File: config.mk
export PLATFORM = sky130hd
export DESIGN_NAME = dda_line_rasterizer_top
export DESIGN_NICKNAME = d
export VERILOG_FILES = /design/src/rtl/core/dda_pkg.sv /design/src/rtl/core/dda_datapath.sv /design/src/rtl/core/dda_ctrl.sv /design/src/rtl/core/dda_line_rasterizer_top.sv
export SDC_FILE = /design/constraint.sdc
export NUM_CORES = 1
export LEC_CHECK = 0
export BUFFER_PORTS_ARGS = -buffer_cell sky130_fd_sc_hd__buf_2
export CORE_MARGIN = 3
export CORE_UTILIZATION = 40
export DETAILED_ROUTE_END_ITERATION = 6
export GPL_TIMING_DRIVEN = 0
export HOLD_SLACK_MARGIN = 0.12
export PLACE_DENSITY = 0.61
export SLEW_MARGIN = 20
export SYNTH_ARGS = -nofsm -noshare
export SYNTH_HDL_FRONTEND = slang
export SYNTH_HIERARCHICAL = 1
export SYNTH_SLANG_ARGS = --single-unit
File: constraint.sdc
create_clock -name clock -period 8.35 [get_ports clock]
set_input_delay 1.67 -clock clock [delete_from_list [all_inputs] [get_ports clock]]
set_output_delay 1.67 -clock clock [all_outputs]
set_load 0.05 [all_outputs]
File: src/rtl/core/dda_pkg.sv
// Shared types and constants for the DDA line rasterizer.
// No dependencies; every other file in rtl/core imports this package.
package dda_pkg;

   // Coordinate and fixed-point geometry
   localparam int COORD_BITS   = 10;
   localparam int FRAC_BITS    = 16;
   localparam int POS_BITS     = COORD_BITS + FRAC_BITS;
   localparam int INC_BITS     = POS_BITS + 1;
   localparam int LEFT_BITS    = COORD_BITS + 1;

   // Bit-serial divider: one quotient bit per cycle over the whole numerator
   localparam int DIV_STEPS    = POS_BITS;
   localparam int DIV_CNT_BITS = $clog2(DIV_STEPS);

   // Request word codes
   localparam logic REQ_LOAD  = 1'b0;
   localparam logic REQ_PIXEL = 1'b1;

   typedef struct packed {
      logic                  req_type;
      logic [COORD_BITS-1:0] start_x;
      logic [COORD_BITS-1:0] start_y;
      logic [COORD_BITS-1:0] end_x;
      logic [COORD_BITS-1:0] end_y;
   } dda_req_type;

   typedef struct packed {
      logic [COORD_BITS-1:0] pixel_x;
      logic [COORD_BITS-1:0] pixel_y;
      logic                  last_pixel;
   } dda_rsp_type;

   // Controller -> datapath commands
   typedef struct packed {
      logic load;      // capture endpoints, start position and divider operands
      logic div_step;  // one restoring-division iteration on both axes
      logic div_fin;   // turn quotients into signed increments
      logic pixel;     // emit current pixel and advance
   } dda_cmd_type;

   // Datapath -> controller status
   typedef struct packed {
      logic last;      // pixel counter at one (or zero): current pixel ends the line
   } dda_status_type;

endpackage

File: src/rtl/core/dda_datapath.sv
// Datapath of the DDA line rasterizer: endpoint math, bit-serial divider,
// position accumulators, pixel counter and the result register. Uses dda_pkg.
module dda_datapath
   import dda_pkg::*;
(
   input  logic           clock,
   input  dda_req_type    req_data,
   input  dda_cmd_type    cmd,
   output dda_status_type status,
   output dda_rsp_type    rsp_data
);

   // One restoring-division iteration: returns {remainder, shifted numerator/quotient}
   function automatic logic [COORD_BITS+POS_BITS-1:0] div_iter(
      input logic [COORD_BITS-1:0] rem,
      input logic [POS_BITS-1:0]   num,
      input logic [COORD_BITS-1:0] dvs
   );
      logic [COORD_BITS:0] sh;
      logic [COORD_BITS:0] diff;
      sh   = {rem, num[POS_BITS-1]};
      diff = sh - {1'b0, dvs};
      if (sh >= {1'b0, dvs}) begin
         return {diff[COORD_BITS-1:0], num[POS_BITS-2:0], 1'b1};
      end else begin
         return {sh[COORD_BITS-1:0], num[POS_BITS-2:0], 1'b0};
      end
   endfunction

   // Signed increment from the unsigned quotient; zero-length lines step by zero
   function automatic logic [INC_BITS-1:0] make_inc(
      input logic [POS_BITS-1:0] q,
      input logic                neg,
      input logic                zero
   );
      logic [INC_BITS-1:0] mag;
      mag = {1'b0, q};
      if (zero) begin
         return '0;
      end else if (neg) begin
         return -mag;
      end else begin
         return mag;
      end
   endfunction

   logic [COORD_BITS-1:0] adx;
   logic [COORD_BITS-1:0] ady;
   logic [COORD_BITS-1:0] step_len;

   logic [COORD_BITS-1:0] step_ff,  step_in;
   logic [COORD_BITS-1:0] rem_x_ff, rem_x_in;
   logic [COORD_BITS-1:0] rem_y_ff, rem_y_in;
   logic [POS_BITS-1:0]   num_x_ff, num_x_in;
   logic [POS_BITS-1:0]   num_y_ff, num_y_in;
   logic                  neg_x_ff, neg_x_in;
   logic                  neg_y_ff, neg_y_in;
   logic                  zero_ff,  zero_in;
   logic [INC_BITS-1:0]   inc_x_ff, inc_x_in;
   logic [INC_BITS-1:0]   inc_y_ff, inc_y_in;
   logic [POS_BITS-1:0]   pos_x_ff, pos_x_in;
   logic [POS_BITS-1:0]   pos_y_ff, pos_y_in;
   logic [LEFT_BITS-1:0]  left_ff,  left_in;
   dda_rsp_type           rsp_ff,   rsp_in;

   // Endpoint deltas and major-axis length
   assign adx = (req_data.end_x >= req_data.start_x) ? req_data.end_x - req_data.start_x
                                                     : req_data.start_x - req_data.end_x;
   assign ady = (req_data.end_y >= req_data.start_y) ? req_data.end_y - req_data.start_y
                                                     : req_data.start_y - req_data.end_y;
   assign step_len = (adx > ady) ? adx : ady;

   assign status.last = (left_ff <= LEFT_BITS'(1));
   assign rsp_data    = rsp_ff;

   // Next-state logic for all datapath registers
   always_comb begin
      step_in  = step_ff;
      rem_x_in = rem_x_ff;
      rem_y_in = rem_y_ff;
      num_x_in = num_x_ff;
      num_y_in = num_y_ff;
      neg_x_in = neg_x_ff;
      neg_y_in = neg_y_ff;
      zero_in  = zero_ff;
      inc_x_in = inc_x_ff;
      inc_y_in = inc_y_ff;
      pos_x_in = pos_x_ff;
      pos_y_in = pos_y_ff;
      left_in  = left_ff;
      rsp_in   = rsp_ff;

      if (cmd.load) begin
         // numerator = |d| * 2^F + step/2, rounds the quotient to nearest
         step_in  = step_len;
         rem_x_in = '0;
         rem_y_in = '0;
         num_x_in = {adx, {FRAC_BITS{1'b0}}} + POS_BITS'(step_len >> 1);
         num_y_in = {ady, {FRAC_BITS{1'b0}}} + POS_BITS'(step_len >> 1);
         neg_x_in = req_data.start_x > req_data.end_x;
         neg_y_in = req_data.start_y > req_data.end_y;
         zero_in  = (step_len == '0);
         // start at the pixel center so truncation picks the nearest pixel
         pos_x_in = {req_data.start_x, 1'b1, {(FRAC_BITS-1){1'b0}}};
         pos_y_in = {req_data.start_y, 1'b1, {(FRAC_BITS-1){1'b0}}};
         left_in  = {1'b0, step_len} + LEFT_BITS'(1);
      end

      if (cmd.div_step) begin
         {rem_x_in, num_x_in} = div_iter(rem_x_ff, num_x_ff, step_ff);
         {rem_y_in, num_y_in} = div_iter(rem_y_ff, num_y_ff, step_ff);
      end

      if (cmd.div_fin) begin
         inc_x_in = make_inc(num_x_ff, neg_x_ff, zero_ff);
         inc_y_in = make_inc(num_y_ff, neg_y_ff, zero_ff);
      end

      // Emit truncated position, then advance (position wraps)
      if (cmd.pixel) begin
         rsp_in.pixel_x    = pos_x_ff[POS_BITS-1:FRAC_BITS];
         rsp_in.pixel_y    = pos_y_ff[POS_BITS-1:FRAC_BITS];
         rsp_in.last_pixel = status.last;
         pos_x_in = pos_x_ff + inc_x_ff[POS_BITS-1:0];
         pos_y_in = pos_y_ff + inc_y_ff[POS_BITS-1:0];
         left_in  = status.last ? '0 : left_ff - LEFT_BITS'(1);
      end
   end

   always_ff @(posedge clock) begin
      step_ff  <= step_in;
      rem_x_ff <= rem_x_in;
      rem_y_ff <= rem_y_in;
      num_x_ff <= num_x_in;
      num_y_ff <= num_y_in;
      neg_x_ff <= neg_x_in;
      neg_y_ff <= neg_y_in;
      zero_ff  <= zero_in;
      inc_x_ff <= inc_x_in;
      inc_y_ff <= inc_y_in;
      pos_x_ff <= pos_x_in;
      pos_y_ff <= pos_y_in;
      left_ff  <= left_in;
      rsp_ff   <= rsp_in;
   end

endmodule

File: src/rtl/core/dda_ctrl.sv
// Controller of the DDA line rasterizer: handshakes, divider sequencing,
// line-active flag and result valid. Uses dda_pkg; drives dda_datapath.
module dda_ctrl
   import dda_pkg::*;
(
   input  logic           clock,
   input  logic           reset,
   input  logic           req_valid,
   input  logic           req_type,
   output logic           req_stall,
   output logic           rsp_valid,
   input  logic           rsp_stall,
   input  dda_status_type status,
   output dda_cmd_type    cmd
);

   localparam logic [1:0] ST_IDLE = 2'd0;
   localparam logic [1:0] ST_DIV  = 2'd1;
   localparam logic [1:0] ST_FIN  = 2'd2;

   logic [1:0]              state_ff, state_in;
   logic [DIV_CNT_BITS-1:0] cnt_ff,   cnt_in;
   logic                    active_ff, active_in;
   logic                    rsp_valid_ff, rsp_valid_in;
   logic                    req_fire;

   // Hold off new words while dividing or while the result slot is blocked
   assign req_stall = (state_ff != ST_IDLE) || (rsp_valid_ff && rsp_stall);
   assign req_fire  = req_valid && !req_stall;
   assign rsp_valid = rsp_valid_ff;

   // Datapath commands
   always_comb begin
      cmd.load     = req_fire && (req_type == REQ_LOAD);
      cmd.pixel    = req_fire && (req_type == REQ_PIXEL) && active_ff;
      cmd.div_step = (state_ff == ST_DIV);
      cmd.div_fin  = (state_ff == ST_FIN);
   end

   // Sequencer
   always_comb begin
      state_in = state_ff;
      cnt_in   = cnt_ff;
      case (state_ff)
         ST_IDLE: begin
            if (cmd.load) begin
               state_in = ST_DIV;
               cnt_in   = '0;
            end
         end
         ST_DIV: begin
            cnt_in = cnt_ff + DIV_CNT_BITS'(1);
            if (cnt_ff == DIV_CNT_BITS'(DIV_STEPS-1)) begin
               state_in = ST_FIN;
            end
         end
         ST_FIN: begin
            state_in = ST_IDLE;
         end
         default: begin
            state_in = ST_IDLE;
         end
      endcase
   end

   // Line-active flag and result valid
   always_comb begin
      active_in = active_ff;
      if (cmd.load) begin
         active_in = 1'b1;
      end else if (cmd.pixel && status.last) begin
         active_in = 1'b0;
      end
      rsp_valid_in = cmd.pixel || (rsp_valid_ff && rsp_stall);
   end

   always_ff @(posedge clock) begin
      if (reset) begin
         state_ff     <= ST_IDLE;
         cnt_ff       <= '0;
         active_ff    <= 1'b0;
         rsp_valid_ff <= 1'b0;
      end else begin
         state_ff     <= state_in;
         cnt_ff       <= cnt_in;
         active_ff    <= active_in;
         rsp_valid_ff <= rsp_valid_in;
      end
   end

endmodule

File: src/rtl/core/dda_line_rasterizer_top.sv
// DDA line rasterizer, pulled one pixel per request word. A load word
// (req_type 0) takes the two endpoints; req_stall then stays high through
// the ST_DIV and ST_FIN states, while two bit-serial restoring dividers,
// one per axis, form the increments, one quotient bit per cycle. A pixel word
// (req_type 1) can be accepted every cycle while rsp_stall holds no result
// word; it returns the current pixel in the next cycle through a result
// register. While that result word sits under rsp_stall, req_stall stays
// high, and the next word is taken in the cycle the result word leaves. A
// line of length step returns step+1 pixels, the last flagged with
// last_pixel; pixel words while no line is active return nothing. A load
// while a line is active drops that line.
// Top level: instantiates dda_ctrl and dda_datapath; uses dda_pkg.
module dda_line_rasterizer_top
   import dda_pkg::*;
(
   input  logic        clock,
   input  logic        reset,
   input  logic        req_valid,
   output logic        req_stall,
   input  dda_req_type req_data,
   output logic        rsp_valid,
   input  logic        rsp_stall,
   output dda_rsp_type rsp_data
);

   dda_cmd_type    cmd;
   dda_status_type status;

   dda_ctrl u_ctrl (
      .clock     (clock),
      .reset     (reset),
      .req_valid (req_valid),
      .req_type  (req_data.req_type),
      .req_stall (req_stall),
      .rsp_valid (rsp_valid),
      .rsp_stall (rsp_stall),
      .status    (status),
      .cmd       (cmd)
   );

   dda_datapath u_datapath (
      .clock    (clock),
      .req_data (req_data),
      .cmd      (cmd),
      .status   (status),
      .rsp_data (rsp_data)
   );

endmodule

; Word-level counts from Yosys, hierarchy flattened
; Cells that the tools add are included.
[classes]
n_mux = 28
eq_ne = 5
reduce_logical = 18
magnitude_cmp = 8
n_bitwise = 1
n_addsub = 15
[ops]
columns = op, count
row1 = $mux W26, 10
row2 = $mux W36, 2
row3 = $mux W10, 6
row4 = $sub A10 B10 Y10, 6
row5 = $add A26 B26 Y26, 2
row6 = $add A26 B9 Y26, 2
row7 = $neg A26 Y26, 2
row8 = $mux W11, 3
row9 = $gt A10 B10 Y1, 3
row10 = $ge A11 B10 Y1, 2
row11 = $ge A10 B10 Y1, 2
row12 = $add A10 B1 Y11 const B, 1
row13 = $le A11 B1 Y1 const B, 1
row14 = $sub A11 B1 Y11 const B, 1
row15 = $logic_not A10 Y1, 1
row16 = $pmux W5 S2, 1
row17 = $reduce_bool A2 Y1, 5
row18 = $logic_and A1 B1 Y1, 6
row19 = $add A5 B1 Y5 const B, 1
row20 = $eq A5 B5 Y1 const B, 1
row21 = $mux W5, 1
row22 = $mux W2, 2
row23 = $pmux W2 S2, 1
row24 = $reduce_and A2 Y1, 2
row25 = 9 further kinds, 11
[word_totals]
word_cells = 95
register_bits = 230

; Longest topological paths before layout
[depth]
depth_word = 9
ltp_mapped = 28
mapped_depth_nobuf = 26

; Hierarchy
; Netlist, hierarchy kept.
[by_module_without_submodules]
columns = mod, n_inst, seq_area_each_um2, cells_each, area_per_inst_um2
row1 = dda_datapath, 1, 6636.4, 1530, 15422.3
row2 = dda_ctrl, 1, 180.2, 66, 543.0

; Worst setup path after synthesis
; OpenSTA, ideal clock, no wires.
[synth_path]
path_kind = input to register
startpoint = input port req_data[10] in the netlist's numbering
endpoint = register u_datapath.left_ff[8] (data pin)
arrival_time_ns = 7.111
setup_time_ns = 0.256
slack_ns = 0.983
n_path_buf = 2
stages = 27
path_cell_list = inv_1 -> ha_1 -> inv_1 -> fa_1 -> a21o_1 -> a2111oi_4 -> or2_1 -> o21ai_0 -> a221oi_1 -> o211ai_1 -> nor2_1 -> ha_1 -> a21o_1 -> a21o_1 -> a21oi_1 -> nand2b_1 -> o31ai_4 -> buf_6 -> buf_2 -> mux2i_1 -> ha_1 -> nand3_1 -> nor3_1 -> nand4_1 -> nand2_1 -> nand2_1 -> and4_1
[synth_between]
elab_chain_cells = 7
word_cells_on_any_way = 9
classes_between = add/sub (3) / order compare (2) / mux (4)
[synth_rtl]
columns = item, line_no
row1 = start: declaration, dda_line_rasterizer_top.sv:20  ; input dda_req_type req_data,
row2 = "$sub A10 B10 Y10, or another cell as far along", dda_datapath.sv:68  ; : req_data.start_x - req_data.end_x;
row3 = $mux W10 (*), dda_datapath.sv:67  ; assign adx = (req_data.end_x >= req_data.start_x) ? req_data.end_x - req_data.start_x
row4 = $gt A10 B10 Y1, dda_datapath.sv:71  ; assign step_len = (adx > ady) ? adx : ady;
row5 = $mux W10 (*), dda_datapath.sv:71
row6 = net u_datapath.step_len[0], dda_datapath.sv:49  ; logic [COORD_BITS-1:0] step_len;
row7 = $add A10 B1 Y11 (*), dda_datapath.sv:106  ; left_in = {1'b0, step_len} + LEFT_BITS'(1);
row8 = $mux W11 (*), dda_datapath.sv:93  ; if (cmd.load) begin
row9 = $mux W11 (*), dda_datapath.sv:120  ; if (cmd.pixel) begin
row10 = net u_datapath.left_in[8], dda_datapath.sv:63  ; logic [LEFT_BITS-1:0] left_ff, left_in;
row11 = end signal: assignment, dda_datapath.sv:143  ; left_ff <= left_in;
row12 = end: declaration, dda_datapath.sv:63
; Mark *: on every way through the listed nets, which the timed path passes. The rest lies on a longest branch. The select of a mux whose other input is x is not followed.
; A chain may end at the register's enable or synchronous reset.

; Worst setup path after layout
[layout_path]
startpoint = input port req_data[7] in the netlist's numbering
endpoint = register u_datapath.left_ff[6] (data pin)
[layout_between]
elab_chain_cells = 7
word_cells_on_any_way = 9
classes_between = add/sub (3) / order compare (2) / mux (4)
[layout_rtl]
columns = item, line_no
row1 = "$sub A10 B10 Y10, or another cell as far along", dda_datapath.sv:70  ; : req_data.start_y - req_data.end_y;
row2 = $mux W10 (*), dda_datapath.sv:69  ; assign ady = (req_data.end_y >= req_data.start_y) ? req_data.end_y - req_data.start_y
row3 = $gt A10 B10 Y1, dda_datapath.sv:71
row4 = $mux W10 (*), dda_datapath.sv:71
row5 = net u_datapath.step_len[0], dda_datapath.sv:49
row6 = $add A10 B1 Y11 (*), dda_datapath.sv:106
row7 = $mux W11 (*), dda_datapath.sv:93
row8 = $mux W11 (*), dda_datapath.sv:120
row9 = net u_datapath.left_in[6], dda_datapath.sv:63
; Marked as above.

==> insert_results.sql <==
INSERT INTO impl_metrics (metric_group, metric, value, unit) VALUES
('flow_run', 'max-cap-violations', '0', ''),
('placed_design', 'placedInstanceArea', '17060', 'µm²'),
('global_route', 'grt_max_degree', '45', ''),
('global_route', 'grt_usage', '19.99', '%'),
('yosys', 'async_reset_ff_share', '0', '%'),
('clock_tree', 'clock_latency', '0.58', 'ns'),
('placed_design', 'dpl.cell_count', '2185', ''),
('critical_path', 'cp.required', '8.66', 'ns'),
('yosys', 'gate_count_of_the_mapped_netlist', '1596', ''),
('sta', 'fin_skew', '0.02197', 'ns'),
('sta', 'highest_clock_rate', '125.3', 'MHz'),
('layout', 'layout.cells.most_common', 'sky130_fd_sc_hd__edfxtp_1', ''),
('routing', 'dr.pass1.iters', '5', ''),
('layout', 'finalCoreUtilization', '46.35', '%'),
('sta', 'rsz_0062_raised_after_global_routing', 'no', ''),
('sta', 'min_cycle_time_layout', '7.981', 'ns'),
('power', 'comb_power_share', '29.1', '%'),
('routing', 'detail_route.iter0.violations', '831', ''),
('floorplanning', 'die_x', '205.8', 'µm'),
('placed_design', 'hpwlAfterDp', '32850', 'µm'),
('power', 'power.switching_fraction', '32.54', '%'),
('outcome', 'run_status', 'finished clean', ''),
('power', 'power.static_leakage', '7.176', 'nW'),
('yosys', 'synth_ff_type', 'sky130_fd_sc_hd__edfxtp_1', ''),
('clock_tree', 'ctsHoldBuffers', '0', ''),
('power', 'power.share.clock', '32.8', '%'),
('clock_tree', 'cts_buffer_depth', '3', ''),
('clock_tree', 'post-cts-setup-buffers', '0', ''),
('layout', 'layout.cell_area.non_filler', '18080', 'µm²'),
('global_route', 'grt_first_pass_wirelength', '66470', 'µm'),
('sta', 'share_of_the_clock_period_used_by_the_worst_path', '95.58', '%'),
('routing', 'drcViolationCount', '0', ''),
('sta', 'setup_ws_final', '0.3688', 'ns'),
('yosys', 'ys_seq_area_share', '42.70', '%'),
('clock_tree', 'root_buffer', 'sky130_fd_sc_hd__clkbuf_16', ''),
('routing', 'totalWireLength', '42980', 'µm'),
('global_route', 'grt_pass1_vias', '11890', ''),
('critical_path', 'timing.critical_path.from_type', 'primary input', ''),
('sta', 'timing_hold_violations_final', '0', ''),
('yosys', 'mappedNetlistArea', '15970', 'µm²'),
('routing', 'ant_nets', '0', ''),
('sta', 'relSlewSlack', '25.85', '%'),
('yosys', 'yosys_register_bits', '230', ''),
('yosys', 'yosysUniqueCellTypes', '85', ''),
('power', 'total_switching_power', '1.284', 'mW'),
('sta', 'worstMarginPinSlew', '1.081', 'ns'),
('floorplanning', 'die_h', '205.8', 'µm'),
('yosys', 'synth_area_per_cell', '10.00', 'µm²'),
('layout', 'finalNonFillerCells', '2239', ''),
('critical_path', 'crit_type', 'primary input to flop', ''),
('clock_tree', 'numCtsBuffers', '29', ''),
('clock_tree', 'cts_tree', 'done', ''),
('power', 'cellInternalPower', '2.662', 'mW'),
('routing', 'wire_per_inst', '19.20', 'µm'),
('layout', 'layout.filler_cells', '3664', ''),
('routing', 'routed_via_density', '5.547', ''),
('placed_design', 'portBuffers', '66', ''),
('critical_path', 'worst_reg_to_reg_setup_slack', '3.95', 'ns'),
('layout', 'antenna-diode-count', '0', ''),
('floorplanning', 'design.portCount', '68', ''),
('power', 'sequentialPowerShare', '38.1', '%'),
('power', 'total_power', '3.947', 'mW'),
('layout', 'layout-drive-gt1-share', '10.34', '%'),
('hold_path', 'min_path_type', 'flop to flop', ''),
('layout', 'area_growth_syn_to_layout', '13.24', '%'),
('placed_design', 'place_worst_setup_slack', '-0.4851', 'ns'),
('yosys', 'synth-warning-count', '6', ''),
('global_route', 'overflow', '0', ''),
('floorplanning', 'core_area', '39010', 'µm²'),
('clock_tree', 'clkTransAtPathRegs', '0.05', 'ns'),
('layout', 'final_net_count', '1878', '');
==> cells in the mapped netlist, types with 9 or more instances <==
| cell | number | area (µm²) |
|---|---|---|
| sky130_fd_sc_hd__edfxtp_1 | 221 | 6636 |
| sky130_fd_sc_hd__nor2_1 | 136 | 510.5 |
| sky130_fd_sc_hd__inv_1 | 135 | 506.7 |
| sky130_fd_sc_hd__ha_1 | 127 | 1589 |
| sky130_fd_sc_hd__nand2_1 | 111 | 416.7 |
| sky130_fd_sc_hd__o21ai_0 | 88 | 440.4 |
| sky130_fd_sc_hd__a21oi_1 | 77 | 385.4 |
| sky130_fd_sc_hd__xnor2_1 | 58 | 508.0 |
| sky130_fd_sc_hd__xor2_1 | 58 | 508.0 |
| sky130_fd_sc_hd__mux2i_1 | 45 | 450.4 |
| sky130_fd_sc_hd__a21o_1 | 40 | 300.3 |
| sky130_fd_sc_hd__nand3_1 | 38 | 190.2 |
| sky130_fd_sc_hd__clkbuf_1 | 34 | 127.6 |
| sky130_fd_sc_hd__nor3_1 | 28 | 140.1 |
| sky130_fd_sc_hd__nor2b_1 | 27 | 168.9 |
| sky130_fd_sc_hd__nand2b_1 | 26 | 162.7 |
| sky130_fd_sc_hd__and2_1 | 22 | 137.6 |
| sky130_fd_sc_hd__nand3b_1 | 20 | 150.1 |
| sky130_fd_sc_hd__or3_1 | 18 | 112.6 |
| sky130_fd_sc_hd__o31ai_1 | 16 | 120.1 |
| sky130_fd_sc_hd__a31oi_1 | 15 | 93.84 |
| sky130_fd_sc_hd__a21boi_0 | 13 | 97.59 |
| sky130_fd_sc_hd__o211ai_1 | 13 | 97.59 |
| sky130_fd_sc_hd__or4_1 | 13 | 97.59 |
| sky130_fd_sc_hd__nand4_1 | 12 | 75.07 |
| sky130_fd_sc_hd__mux2_2 | 11 | 123.9 |
| sky130_fd_sc_hd__o21a_1 | 11 | 82.58 |
| sky130_fd_sc_hd__and3_1 | 10 | 62.56 |
| sky130_fd_sc_hd__nor4_1 | 10 | 62.56 |
| sky130_fd_sc_hd__or2_2 | 10 | 62.56 |
| sky130_fd_sc_hd__dfxtp_1 | 9 | 180.2 |
==> metrics by stage <==
stage | setup TNS (ns) | hold WS [ns]
global route | 0 | 0.4736
CTS | 0 | 0.4676
finish | 0 | 0.4661
floorplan | 0 | 0.4307
global placement | -1.235 | 0.4569
detailed placement | -1.725 | 0.4541
==> layer usage <==
layer  track usage (%)  vias up  part of all wire (%)
li1                  -     6012                     -
met1             28.20     6046                    47
met2             32.38      287                    46
met3             3.085       70                   4.7
met4             4.824        4                   2.4
met5                 0        -                 0.079
==> registers in the layout, summed over array words and instances, names as in the netlist <==
signal and cells:
u_datapath/inc_x_ff 26, u_datapath/inc_y_ff 26, u_datapath/num_x_ff 26, u_datapath/num_y_ff 26, u_datapath/pos_x_ff 26, u_datapath/pos_y_ff 26, u_datapath/rsp_data 21, u_datapath/left_ff 11
u_datapath/rem_x_ff 10, u_datapath/rem_y_ff 10, u_datapath/step_ff 10, u_ctrl/cnt_ff 5, u_ctrl/state_ff 2, u_ctrl/active_ff 1, u_ctrl/rsp_valid 1, u_datapath/neg_x_ff 1
u_datapath/neg_y_ff 1, u_datapath/zero_ff 1
==> cell families (layout without fill, tap and decap cells) <==
kind of cell | count (synthesis) | in the layout | synth area share (%)
simple gates | 511 | 511 | 16.52
compound gates | 358 | 358 | 14.90
buf+inv | 187 | 312 | 4.679
mux | 58 | 58 | 3.785
xor+xnor | 117 | 117 | 6.466
flops | 230 | 230 | 42.70
fa+ha+maj | 135 | 135 | 10.96
==> path summary, 6_finish.rpt <==
check                                            to  cells after the start                            startpoint
hold / removal     u_datapath/rsp_data[1]$_DFFE_PP_                      0     u_datapath/pos_y_ff[16]$_DFFE_PP_
setup / recovery    u_datapath/left_ff[6]$_DFFE_PP_                     26                           req_data[7]
setup reg to reg  u_datapath/pos_y_ff[25]$_DFFE_PP_                     12  u_datapath/inc_y_ff[1]$_SDFFCE_PP0P_
hold reg to reg    u_datapath/rsp_data[1]$_DFFE_PP_                      0     u_datapath/pos_y_ff[16]$_DFFE_PP_
==> critical path, cell delays in order <==
cell and delay, ns:
sky130_fd_sc_hd__buf_2 0.09, sky130_fd_sc_hd__inv_1 0.04, sky130_fd_sc_hd__ha_1 0.38, sky130_fd_sc_hd__a2111oi_0 0.62, sky130_fd_sc_hd__o21a_1 0.25, sky130_fd_sc_hd__nor2_1 0.10
sky130_fd_sc_hd__a2111oi_1 0.51, sky130_fd_sc_hd__a211oi_1 0.13, sky130_fd_sc_hd__a211oi_1 0.33, sky130_fd_sc_hd__and2_1 0.37, sky130_fd_sc_hd__inv_1 0.15, sky130_fd_sc_hd__ha_1 0.31
sky130_fd_sc_hd__a21o_1 0.17, sky130_fd_sc_hd__a21o_1 0.17, sky130_fd_sc_hd__a21oi_1 0.23, sky130_fd_sc_hd__nand2b_1 0.13, sky130_fd_sc_hd__o31ai_4 0.42, sky130_fd_sc_hd__buf_6 0.22
sky130_fd_sc_hd__buf_2 0.26, sky130_fd_sc_hd__mux2i_2 0.38, sky130_fd_sc_hd__ha_1 0.28, sky130_fd_sc_hd__nand2_1 0.11, sky130_fd_sc_hd__nor3_1 0.42, sky130_fd_sc_hd__xnor2_1 0.12
sky130_fd_sc_hd__a22oi_1 0.26, sky130_fd_sc_hd__o21ai_0 0.13
==> timing repair <==
| item | in CTS | in global routing |
|---|---|---|
| resized for setup | 0 | 7 |
| hold endpoints to repair | 0 | 0 |
| setup endpoints to repair | 0 | 4 |
==> final cells by class <==
class                           instances  share of cell area [%]
Clock inverter                         20                   1.329
Clock buffer                           34                   4.118
Sequential cell                       230                   37.71
Multi-Input combinational cell       1179                   46.78
Inverter                              135                   2.803
Timing Repair Buffer                   71                   2.353
Tap cell                              518                   3.585
Buffer                                 52                   1.329
==> power by group through the flow <==
| stage | Sequential [mW] | Clock, mW | Combinational, mW |
|---|---|---|---|
| detailed placement | 1.52 | 0 | 1.12 |
| CTS | 1.50 | 1.33 | 1.13 |
| floorplan | 1.50 | 0 | 0.816 |
| finish | 1.50 | 1.29 | 1.15 |
| global route | 1.51 | 1.37 | 1.26 |
| global placement | 1.52 | 0 | 1.10 |
Note: power is estimated with default switching activity, not from simulation.
